### src/rtl/c8x_ram.sv
`default_nettype none
module c8x_ram #(
  parameter int WIDTH = 8,
  parameter int DEPTH = 16
) (
  input  wire logic                     clk,
  input  wire logic                     we,
  input  wire logic [$clog2(DEPTH)-1:0] waddr,
  input  wire logic [WIDTH-1:0]         wdata,
  input  wire logic [$clog2(DEPTH)-1:0] raddr,
  output logic      [WIDTH-1:0]         rdata
);

  logic [WIDTH-1:0] mem [DEPTH];

  // write and registered read
  always_ff @(posedge clk) begin
    if (we) begin
      mem[waddr] <= wdata;
    end
    rdata <= mem[raddr];
  end

endmodule
`default_nettype wire

### config.mk
export PLATFORM = sky130hd
export DESIGN_NAME = c8x_ram
export DESIGN_NICKNAME = d
export VERILOG_FILES = /design/src/rtl/c8x_ram.sv
export SDC_FILE = /design/constraint.sdc
export NUM_CORES = 1
export LEC_CHECK = 0
export BUFFER_PORTS_ARGS = -buffer_cell sky130_fd_sc_hd__buf_2
export CORE_MARGIN = 3
export CORE_UTILIZATION = 45
export DETAILED_ROUTE_END_ITERATION = 16
export GPL_ROUTABILITY_DRIVEN = 0
export PLACE_DENSITY = 0.71
export SYNTH_ARGS = -nofsm -noshare
export SYNTH_HDL_FRONTEND = slang
export SYNTH_SLANG_ARGS = --single-unit
### constraint.sdc
create_clock -name clk -period 2.2 [get_ports clk]
set_clock_uncertainty 0.05 [all_clocks]
set_input_delay 0 -clock clk [delete_from_list [all_inputs] [get_ports clk]]
set_output_delay 0 -clock clk [all_outputs]
set_load 0.05 [all_outputs]
After elaboration in Yosys (flattened, before gate mapping)

Memory sizes are Yosys's and may differ from the RTL's. A register that Yosys moved wholly into a read port is not among the register bits.
Cells that the tools add are included.

Memory bits (writable): 128
Output and inout bits: 8
Bits of input ports: 18
Bits in latches: 0
Bits in registers: 0
Memory bits (read-only): 0
Memories kept: 1

Shift operators: 0
Div/mod/pow operators: 0
Reductions and logical operators: 0
Eq/ne operators: 0
Order comparisons: 0
$mul: 0
Mux-type cells: 2
Bitwise operators: 0
Add/subtract/negate cells: 0

Memory list:

| name | words | bits a word | read ports | clocked after Yosys merged registers in | write ports | line | text |
|---|---|---|---|---|---|---|---|
| mem  | 16    | 8           | 1          | 1                                       | 1           | 14   | `logic [WIDTH-1:0] mem [DEPTH];` |

Operators by type and width:

| cell    | count |
|---|---|
| $mux W1 | 2 |

Depth between registers and ports, before layout

Depth in word-level cells: 2
Gate-level depth with buffers: 5

Worst setup path before layout

No wires, ideal clock.

Path kind: input port to flip-flop
From: input waddr[2]
To: memory mem[0][0], enable pin
Stages on the path: 2
Arrival time: 1.110 ns
Library setup time: 0.383 ns
Path slack: 0.657 ns
Required time: 1.767 ns
Cell sequence: or3b_2 nor3_1

RTL lines:

| item        | line | text |
|---|---|---|
| from (decl) | 8    | `input wire logic [$clog2(DEPTH)-1:0] waddr,` |
| to (decl)   | 14   |  |

No word-level cell before the write port.

==> metrics.cfg <==
[setup_path]
cp.arrival_ps = 1660
critPathBufInv = 0
slowest_stage = mux4_1
crit_start = mem[1][3]
start_kind = flop
crit_family = multiplexers
required_ps = 2430
end_kind = flop
crit_chain = mux4_1 -> a22oi_1 -> nand2_1
worstSetupPathType = reg2reg
cp_max_fo = 1
slowest_delay_ps = 510
r2r-start = mem[1][3]

[synthesis]
synth_top_area_share_pct = 74.7
ys_warn_count = 0
synth_largest_area_cell = edfxtp_1
synth_nets = 247
synthFlopType = edfxtp_1
synth.cells.most_frequent = edfxtp_1, mux4_2, a22oi_1
synth.avg_cell_area_sq_um = 22.5
synthTopCellsByArea = edfxtp_1, mux4_2, mux4_1, dfxtp_1, a22oi_1
synth_edf_count = 128
postSynthCellCount = 229
yosys_register_bits = 136
async_flop_share_pct = 0
ys_types = 19
ys_seq_area_share_pct = 77.8
netlist_area_sq_um = 5150
post-synth-top-count-cell = edfxtp_1

[power]
ir_drop_mv = 0.561
power.density_nw_per_um2 = 959
p_leak_nw = 2.09

[placed_design]
port_buffers = 25
dp.final_hpwl_um = 5720
placed_area_sq_um = 5500
placedCellCount = 399

[detailed_routing]
detail-route-antenna-nets = 0
drt-total-wl_um = 9160
num_vias = 2373
post_drt_wl_per_cell_um = 20.9
avgViaCountPerCell = 5.41
drt_iter0_markers = 248
first_pass_iters = 5
drc = 0

[sta]
timing_hold_violations_final = 0
fin_crit_sh_pct = 64.8
post-route-min-period_ps = 1430
max_slew_margin_pct = 52.6
clock.fmax_mhz = 701
drv_slew = 0
rsz0062_at_grt = false
setup_viol = 0
fin_tns_setup_ps = 0
tightest_slew_ps = 709

[clocking]
cts_buffers = 17
cts_setup_buffers = 0
cts_resized = 0
cts_sinks = 136
cts_root_buffer = clkbuf_16
clkTransAtPathRegs_ps = 60
cts_htree_levels = 4
worstSkewPairLatency_ps = 400
clk_path_buf_depth = 2
hold_buffers = 8
cts_tree = done

[final_layout]
drive_gt1_share_pct = 29.8
fill_cells = 808
diodes = 0
fin_area_sq_um = 6150
fin_util_pct = 55.8
area_delta_synth_final_pct = 19.5
layout.nets = 304
final_cell_count_no_fill = 439

[die]
fp.dieArea_sq_um = 12800
initial_core_util_pct = 46.7
boundaryPins = 26
core_area_sq_um = 11000
die_h_um = 113
num_rows = 38
fp.dieW_um = 113

[worst_hold_path]
hold_start = raddr[1]
hp-class = in2reg

[run]
drv_cap = 0

[global_routing]
grt-busiest-layer = met2
groute.usage.overall_pct = 15.7
grt_pass1_vias = 2471
use_met1_pct = 21.6
antenna_found_initial = 0
grt_overflow = 0
grt_util_met3_pct = 3.85
gr-usage-met2_pct = 24.4
grt_pass1_wl_um = 14400
grt_max_degree = 33

[status]
status = completed

stage by stage:
step / power, mW / hold slack, ps / worst slack [ps]
2_1_floorplan: 3.17 / 48.9 / 657
3_3_place_gp: 3.28 / 332 / 651
3_5_place_dp: 3.29 / 353 / 568
4_1_cts: 5.95 / 73.3 / 807
5_1_grt: 6.11 / 111 / 713
6_report: 5.90 / 79.5 / 774
routing by layer:
metal,part of all wire [%],up-vias
li1,-,1088
met3,4.6,4
met4,0.99,0
met2,51,55
met5,0,-
met1,44,1226
cells by family after synthesis:
logic type / after synthesis / synth area share (%)
buffers and inverters: 10 / 1.68
muxes: 32 / 15.0
DFF: 136 / 77.8
and+or+nand+nor: 35 / 3.18
AOI/OAI and AO/OA: 16 / 2.33
worst register-to-register path: stages (launching register included):
cell,delay [ps]
edfxtp_1,370
mux4_1,510
a22oi_1,310
nand2_1,80
cell type report:
type / instances / area (sq um) / area share, %
repair buffers: 48 / 343 / 5.57
multi-input cells: 83 / 1060 / 17.2
flip-flops and latches: 136 / 4000 / 65.1
well taps: 140 / 175 / 2.85
clock buffers: 18 / 439 / 7.14
clock inverters: 14 / 131 / 2.14
power by group:
| group | leakage (nW) | internal, mW | total, mW | switching [mW] |
|---|---|---|---|---|
| Sequential | 1.22 | 2.90 | 2.91 | 0.0137 |
| Combinational | 0.593 | 0.124 | 0.331 | 0.207 |
| Clock | 0.273 | 1.68 | 2.66 | 0.978 |
| Total | 2.09 | 4.70 | 5.90 | 1.20 |
sequential cells by signal, summed over array words and instances (netlist names):
| signal | count |
|---|---|
| mem | 128 |
| rdata | 8 |
cell usage in the layout, fill, tap and decap left out, types with 5 or more instances in the layout:
cell type      count
clkbuf_16         17
buf_2             25
edfxtp_1         128
clkinv_2           5
buf_4             13
mux4_2            18
nand2_1            9
a22oi_1           16
dlygate4sd3_1      8
mux4_1            14
nor2_1            13
dfxtp_1            8
worst paths after layout:
check / to / slack (ps) / cells past startpoint
worst max-delay path: rdata[3] / 770 / 3
worst min-delay path: rdata[6] / 80 / 4
worst max register to register: rdata[3] / 770 / 3
worst min register to register: rdata[5] / 620 / 3
Note: power is estimated with default switching activity, not from simulation.
