### src/rtl/c8x_pkg.sv
`default_nettype none
package c8x_pkg;

  localparam int SCREEN_WIDTH = 64;
  localparam logic [11:0] PC_START = 12'h200;
  localparam logic [11:0] FONT_BASE = 12'h050;
  localparam logic [11:0] FONT_BYTES = 12'd80;
  localparam logic [3:0] FLAG_REG = 4'hF;

  typedef enum logic [1:0] {
    ST_OK        = 2'd0,
    ST_OVERFLOW  = 2'd1,
    ST_UNDERFLOW = 2'd2,
    ST_BAD       = 2'd3
  } status_t;

  localparam logic [1:0] CMD_EXEC  = 2'd0;
  localparam logic [1:0] CMD_WRITE = 2'd1;
  localparam logic [1:0] CMD_READ  = 2'd2;

  // opcode groups (top nibble)
  localparam logic [3:0] GRP_SYS  = 4'h0;
  localparam logic [3:0] GRP_JP   = 4'h1;
  localparam logic [3:0] GRP_CALL = 4'h2;
  localparam logic [3:0] GRP_SE   = 4'h3;
  localparam logic [3:0] GRP_SNE  = 4'h4;
  localparam logic [3:0] GRP_SER  = 4'h5;
  localparam logic [3:0] GRP_LD   = 4'h6;
  localparam logic [3:0] GRP_ADD  = 4'h7;
  localparam logic [3:0] GRP_ALU  = 4'h8;
  localparam logic [3:0] GRP_SNER = 4'h9;
  localparam logic [3:0] GRP_LDI  = 4'hA;
  localparam logic [3:0] GRP_JPV  = 4'hB;
  localparam logic [3:0] GRP_RND  = 4'hC;
  localparam logic [3:0] GRP_DRW  = 4'hD;

  localparam logic [15:0] OP_CLS = 16'h00E0;
  localparam logic [15:0] OP_RET = 16'h00EE;

  // ALU group operations (low nibble of 8xyN)
  localparam logic [3:0] ALU_MOV  = 4'h0;
  localparam logic [3:0] ALU_OR   = 4'h1;
  localparam logic [3:0] ALU_AND  = 4'h2;
  localparam logic [3:0] ALU_XOR  = 4'h3;
  localparam logic [3:0] ALU_ADD  = 4'h4;
  localparam logic [3:0] ALU_SUB  = 4'h5;
  localparam logic [3:0] ALU_SHR  = 4'h6;
  localparam logic [3:0] ALU_SUBN = 4'h7;
  localparam logic [3:0] ALU_SHL  = 4'hE;

  typedef struct packed {
    logic [7:0] result;
    logic       flag;
    logic       flag_we;
    logic       bad;
  } alu_res_t;

  function automatic logic [7:0] font_byte(input logic [6:0] idx);
    logic [7:0] b;
    case (idx)
      7'd0: b = 8'hF0;  7'd1: b = 8'h90;  7'd2: b = 8'h90;  7'd3: b = 8'h90;
      7'd4: b = 8'hF0;  7'd5: b = 8'h20;  7'd6: b = 8'h60;  7'd7: b = 8'h20;
      7'd8: b = 8'h20;  7'd9: b = 8'h70;  7'd10: b = 8'hF0; 7'd11: b = 8'h10;
      7'd12: b = 8'hF0; 7'd13: b = 8'h80; 7'd14: b = 8'hF0; 7'd15: b = 8'hF0;
      7'd16: b = 8'h10; 7'd17: b = 8'hF0; 7'd18: b = 8'h10; 7'd19: b = 8'hF0;
      7'd20: b = 8'h90; 7'd21: b = 8'h90; 7'd22: b = 8'hF0; 7'd23: b = 8'h10;
      7'd24: b = 8'h10; 7'd25: b = 8'hF0; 7'd26: b = 8'h80; 7'd27: b = 8'hF0;
      7'd28: b = 8'h10; 7'd29: b = 8'hF0; 7'd30: b = 8'hF0; 7'd31: b = 8'h80;
      7'd32: b = 8'hF0; 7'd33: b = 8'h90; 7'd34: b = 8'hF0; 7'd35: b = 8'hF0;
      7'd36: b = 8'h10; 7'd37: b = 8'h20; 7'd38: b = 8'h40; 7'd39: b = 8'h40;
      7'd40: b = 8'hF0; 7'd41: b = 8'h90; 7'd42: b = 8'hF0; 7'd43: b = 8'h90;
      7'd44: b = 8'hF0; 7'd45: b = 8'hF0; 7'd46: b = 8'h90; 7'd47: b = 8'hF0;
      7'd48: b = 8'h10; 7'd49: b = 8'hF0; 7'd50: b = 8'hF0; 7'd51: b = 8'h90;
      7'd52: b = 8'hF0; 7'd53: b = 8'h90; 7'd54: b = 8'h90; 7'd55: b = 8'hE0;
      7'd56: b = 8'h90; 7'd57: b = 8'hE0; 7'd58: b = 8'h90; 7'd59: b = 8'hE0;
      7'd60: b = 8'hF0; 7'd61: b = 8'h80; 7'd62: b = 8'h80; 7'd63: b = 8'h80;
      7'd64: b = 8'hF0; 7'd65: b = 8'hE0; 7'd66: b = 8'h90; 7'd67: b = 8'h90;
      7'd68: b = 8'h90; 7'd69: b = 8'hE0; 7'd70: b = 8'hF0; 7'd71: b = 8'h80;
      7'd72: b = 8'hF0; 7'd73: b = 8'h80; 7'd74: b = 8'hF0; 7'd75: b = 8'hF0;
      7'd76: b = 8'h80; 7'd77: b = 8'hF0; 7'd78: b = 8'h80; 7'd79: b = 8'h80;
      default: b = 8'h00;
    endcase
    return b;
  endfunction

endpackage
`default_nettype wire

### src/rtl/c8x_alu.sv
`default_nettype none
module c8x_alu
  import c8x_pkg::*;
(
  input  wire logic [7:0] a,
  input  wire logic [7:0] b,
  input  wire logic [3:0] op,
  output alu_res_t        res
);

  logic [8:0] sum;

  assign sum = {1'b0, a} + {1'b0, b};

  // compute result and flag of the 8xyN group
  always_comb begin
    res = '0;
    case (op)
      ALU_MOV: res.result = b;
      ALU_OR:  res.result = a | b;
      ALU_AND: res.result = a & b;
      ALU_XOR: res.result = a ^ b;
      ALU_ADD: begin
        res.result  = sum[7:0];
        res.flag    = sum[8];
        res.flag_we = 1'b1;
      end
      ALU_SUB: begin
        res.result  = a - b;
        res.flag    = (a >= b);
        res.flag_we = 1'b1;
      end
      ALU_SHR: begin
        res.result  = {1'b0, a[7:1]};
        res.flag    = a[0];
        res.flag_we = 1'b1;
      end
      ALU_SUBN: begin
        res.result  = b - a;
        res.flag    = (b >= a);
        res.flag_we = 1'b1;
      end
      ALU_SHL: begin
        res.result  = {a[6:0], 1'b0};
        res.flag    = a[7];
        res.flag_we = 1'b1;
      end
      default: res.bad = 1'b1;
    endcase
  end

endmodule
`default_nettype wire

### config.mk
export PLATFORM = sky130hd
export DESIGN_NAME = c8x_alu
export DESIGN_NICKNAME = d
export VERILOG_FILES = /design/src/rtl/c8x_pkg.sv /design/src/rtl/c8x_alu.sv
export SDC_FILE = /design/constraint.sdc
export NUM_CORES = 1
export LEC_CHECK = 0
export ABC_AREA = 0
export ABC_CLOCK_PERIOD_IN_PS = 3050
export BUFFER_PORTS_ARGS = -buffer_cell sky130_fd_sc_hd__buf_2
export CAP_MARGIN = 10
export CORE_MARGIN = 3
export CORE_UTILIZATION = 35
export DETAILED_ROUTE_END_ITERATION = 16
export SLEW_MARGIN = 40
export SYNTH_ARGS = -nofsm -noshare
export SYNTH_HDL_FRONTEND = slang
export SYNTH_SLANG_ARGS = --single-unit
### constraint.sdc
create_clock -name vclk -period 3.05
set_clock_uncertainty 0.2 [all_clocks]
set_input_delay 0.61 -clock vclk [all_inputs]
set_output_delay 0.61 -clock vclk [all_outputs]
set_load 0.1 [all_outputs]
; ---- Word-level counts from Yosys, hierarchy flattened
; Index checks and enable logic that the tools add are counted.
[totals]
ff_bits = 0
elab_cells = 21
[classes]
muxes = 3
n_addsub = 3
order_cmp = 2
reduce_logical = 2
bitwise_logic = 3
eq_ne = 8
[op_table]
columns = op, count
row1 = $pmux 8 s9, 1
row2 = $eq 4x3->1 const B, 4
row3 = $ge 8x8->1, 2
row4 = $sub 8x8->8, 2
row5 = $pmux 2 s5, 1
row6 = $add 8x8->9, 1
row7 = $reduce_or 9->1, 1
row8 = $and 8x8->8, 1
row9 = $eq 4x2->1 const B, 2
row10 = $or 8x8->8, 1
row11 = $xor 8x8->8, 1
row12 = $eq 4x1->1 const B, 1
row13 = $eq 4x4->1 const B, 1
row14 = $logic_not 4->1, 1
row15 = $mux 1, 1

; ---- Logic depth before layout (Yosys ltp)
[logic_depth]
depth_word = 3
mapped_depth = 10
depth_no_buf = 10

; ---- Worst setup path after synthesis
; OpenSTA, ideal clock, no wires.
[synth_timing]
path_kind = input to output
startpoint = input port a[4]
endpoint = output port res[10] in the netlist's numbering
n_path_buf = 1
setup_slack_ps = -1194
t_required_ps = 2240
arrival_ps = 3434
stages = 8
path_cell_list = inv_1 -> ha_1 -> buf_2 -> or3_1 -> o221ai_1 -> a221oi_1 -> xnor2_1 -> o211ai_1
[synth_lines]
columns = item, line_no
row1 = "start, declared", c8x_alu.sv:5  ; input wire logic [7:0] a,
row2 = "end, declared", c8x_alu.sv:8  ; output alu_res_t res

==> impl_metrics.csv <==
group,metric,value,unit
status,failed_checks,"negative setup slack",
yosys,yosysSeqAreaShare,0,
detailed_routing,post-route-drc-count,0,
yosys,synth_fa_ha_area_frac,0.282,
layout,antenna_cells,0,
timing,setup_violations,8,
yosys,synth_area_leaders,"ha_1 25%, inv_1 6.9%, mux2i_1 5.4%",
floorplan,ios,31,
global_routing,grt.overflow.total,0,
power,leakagePower,0.00151,uW
worst_setup_path,worstSetupEndpointType,"output pin",
layout,nClkBuffers,0,
power,pwr_density_cell,230,nW/um^2
timing,fin_crit_sh,1.14,
yosys,ys.warnings.count,0,
timing,period_needed,3.47,ns
timing,slew_headroom,0.680,
global_routing,grt_usage,0.236,
worst_hold_path,hold-path-cell-count,4,
layout,area_growth,98.6,%
power,ir_worst_vdd,182,uV
placement,place.gp.congestion,0.949,
yosys,synth_top_family_by_area,"compound AO/OA/AOI/OAI gates",
detailed_routing,wl_per_cell,18.2,um
yosys,synth_compound_area_frac,0.315,
floorplan,die_h,75.2,um
worst_setup_path,start_kind,"input pin",
timing,rsz0062_at_grt,"true",
detailed_routing,first_pass_iters,4,
worst_setup_path,worst-path-max-fanout,4,
placement,post-place-ws,-0.680,ns
yosys,synthCells,238,
floorplan,core_area,4500,um^2
floorplan,dieArea,5660,um^2
timing,timing.final.ws_setup,-0.424,ns
global_routing,grt_max_degree,13,
detailed_routing,dr_total_vias,2253,
worst_hold_path,min_to,"res[3]",
yosys,synth-simple-area-share,0.185,
global_routing,grt_pass1_vias,2123,
detailed_routing,wl,7.23,mm
worst_setup_path,criticalPathCategory,"input pin to output pin",
job,cap_violations,0,
layout,regArea,0,um^2
worst_setup_path,critPathArrivalTime,2.66,ns
yosys,synth-xor-area-share,0.0313,
placement,portBuffers,31,
placement,dp_hpwl,5.33,mm
timing,final-max-slew-violation-count,0,
worst_setup_path,crit_path_max_incr_delay,0.38,ns
yosys,syn_area_per_cell,7.05,um^2
layout,seq_cells,0,
layout,drive_gt1_frac,0.555,
global_routing,grt_antenna_before_repair,0,
status,outcome,"complete, but fails checks",
worst_hold_path,min-delay-start,"op[3]",
detailed_routing,vias_per_cell,5.66,
yosys,synth_top_area_frac,0.246,
detailed_routing,postRouteAntennaNets,0,
yosys,yosysTopAreaCell,"ha_1",
layout,nets,404,
worst_setup_path,critPathRequiredTime,2.24,ns
worst_setup_path,crit_chain,"buf_12 -> inv_16 -> ha_4 -> inv_2 -> fa_2 -> nand2b_1 -> a21oi_2 -> nor2_1 -> mux2_2 -> a221o_1 -> a221o_4 -> buf_12",
worst_setup_path,crit_slowest_cell,"a221o_4",
worst_hold_path,hold_class,"input pin to output pin",
detailed_routing,drtIter0Drc,172,
timing,tns,-1.93,ns
yosys,synth_cell_types,51,
timing,worst_slew_pin_slew,0.483,ns
worst_setup_path,crit_top_cell,"buf_12",
floorplan,die_w,75.2,um
yosys,netlist_area,1680,um^2
floorplan,start_util,0.372,
floorplan,rows,24,
timing,hold_viol,0,
timing,fmax,0.288,GHz
yosys,syn_nets,294,
global_routing,grt_pass1_wl,10.4,mm
yosys,synth.area.mux_share,0.0805,
-- Yosys cell counts, types with 2 or more instances --
| library cell | instances |
|---|---|
| nand3_1 | 3 |
| o21bai_1 | 2 |
| inv_1 | 31 |
| a2111oi_0 | 3 |
| ha_1 | 33 |
| o211ai_1 | 2 |
| clkbuf_1 | 2 |
| a22oi_1 | 3 |
| nor2_1 | 23 |
| nand2b_1 | 5 |
| a221o_1 | 4 |
| o22ai_1 | 2 |
| mux2i_1 | 9 |
| a21oi_1 | 16 |
| o22a_1 | 2 |
| o221ai_1 | 5 |
| nor3_1 | 7 |
| a221oi_1 | 3 |
| nor2b_1 | 2 |
| xnor2_1 | 6 |
| fa_1 | 3 |
| buf_2 | 4 |
| or3_1 | 5 |
| o2111ai_1 | 2 |
| buf_1 | 3 |
| o21ai_0 | 16 |
| nand2_1 | 12 |
| mux2_2 | 2 |
| a31oi_1 | 3 |
| and3_1 | 3 |
| o41ai_1 | 2 |
-- per-layer routing --
layer | track usage | up-vias | share of wire | wire length (um)
met2 | 0.390 | 111 | 0.47 | 3400
met1 | 0.353 | 1050 | 0.42 | 3060
met5 | 0 | - | 0 | 0
li1 | - | 1078 | - | -
met4 | 0.0136 | 0 | 0.016 | 115
met3 | 0.0147 | 14 | 0.091 | 657
-- how the worst max path moves through the flow --
| stage | startpoint | to | slack, ns |
|---|---|---|---|
| finish | b[0] | res[7] | -0.42 |
| global route | b[0] | res[7] | -0.51 |
| CTS | b[0] | res[7] | -0.33 |
| detailed placement | b[0] | res[2] | -0.68 |
| global placement | b[0] | res[2] | -0.61 |
| floorplan | b[4] | res[10] | -1.05 |
-- layout by cell type (no fill, tap or decap), drive strengths merged, types with 2 or more instances in the layout --
cell type / n
buf: 118
ha: 33
inv: 32
nor2: 23
a21oi: 17
o21ai: 16
nand2: 12
mux2i: 9
nor3: 7
nand2b: 6
xnor2: 6
or3: 5
o221ai: 5
a221o: 4
and3: 3
nand3: 3
a22oi: 3
a221oi: 3
fa: 3
a31oi: 3
a2111oi: 3
mux2: 2
o21bai: 2
o211ai: 2
o22a: 2
o22ai: 2
nor2b: 2
o2111ai: 2
o41ai: 2
-- where the power goes --
| part | switching [uW] | total (uW) | internal [uW] |
|---|---|---|---|
| clock network | 0 | 0 | 0 |
| registers | 0 | 0 | 0 |
| logic | 417 | 765 | 348 |
-- critical path, delay by kind of cell --
kind / cells / cell delay, ns
buffers and inverters: 4 / 0.37
AOI/OAI and AO/OA: 3 / 0.89
and+or+nand+nor: 2 / 0.18
muxes: 1 / 0.28
adders and majority gates: 2 / 0.34
-- through the flow --
step,cells,cell area [um^2],total power (uW),utilization,hold slack (ns)
2_1_floorplan,238,1990,390,-,1.32
3_3_place_gp,390,2820,615,0.625,1.62
3_5_place_dp,390,2820,620,0.625,1.63
4_1_cts,394,3070,683,0.681,1.53
6_report,398,3330,765,0.740,1.53
5_1_grt,398,3330,803,0.740,1.54
-- kinds of logic after synthesis --
| logic type | Yosys count |
|---|---|
| xor gates and xnor gates | 6 |
| adders and majority gates | 36 |
| and+or+nand+nor | 64 |
| AOI/OAI and AO/OA | 76 |
| buffers and inverters | 44 |
| muxes | 12 |
-- cell type report --
cell class                      instances  area, um^2
Multi-Input combinational cell        194        2000
Fill cell                             335        1170
Timing Repair Buffer                  119        1080
Inverter                               33         188
Tap cell                               52        65.1
-- timing repair --
| action | CTS | global route |
|---|---|---|
| hold buffers | 0 | 0 |
| pin swaps | 18 | 23 |
| setup endpoints to repair | 9 | 9 |
| resized for setup | 59 | 39 |
| buffers inserted | 4 | 7 |
No activity file was read; power rests on OpenSTA's default activity.
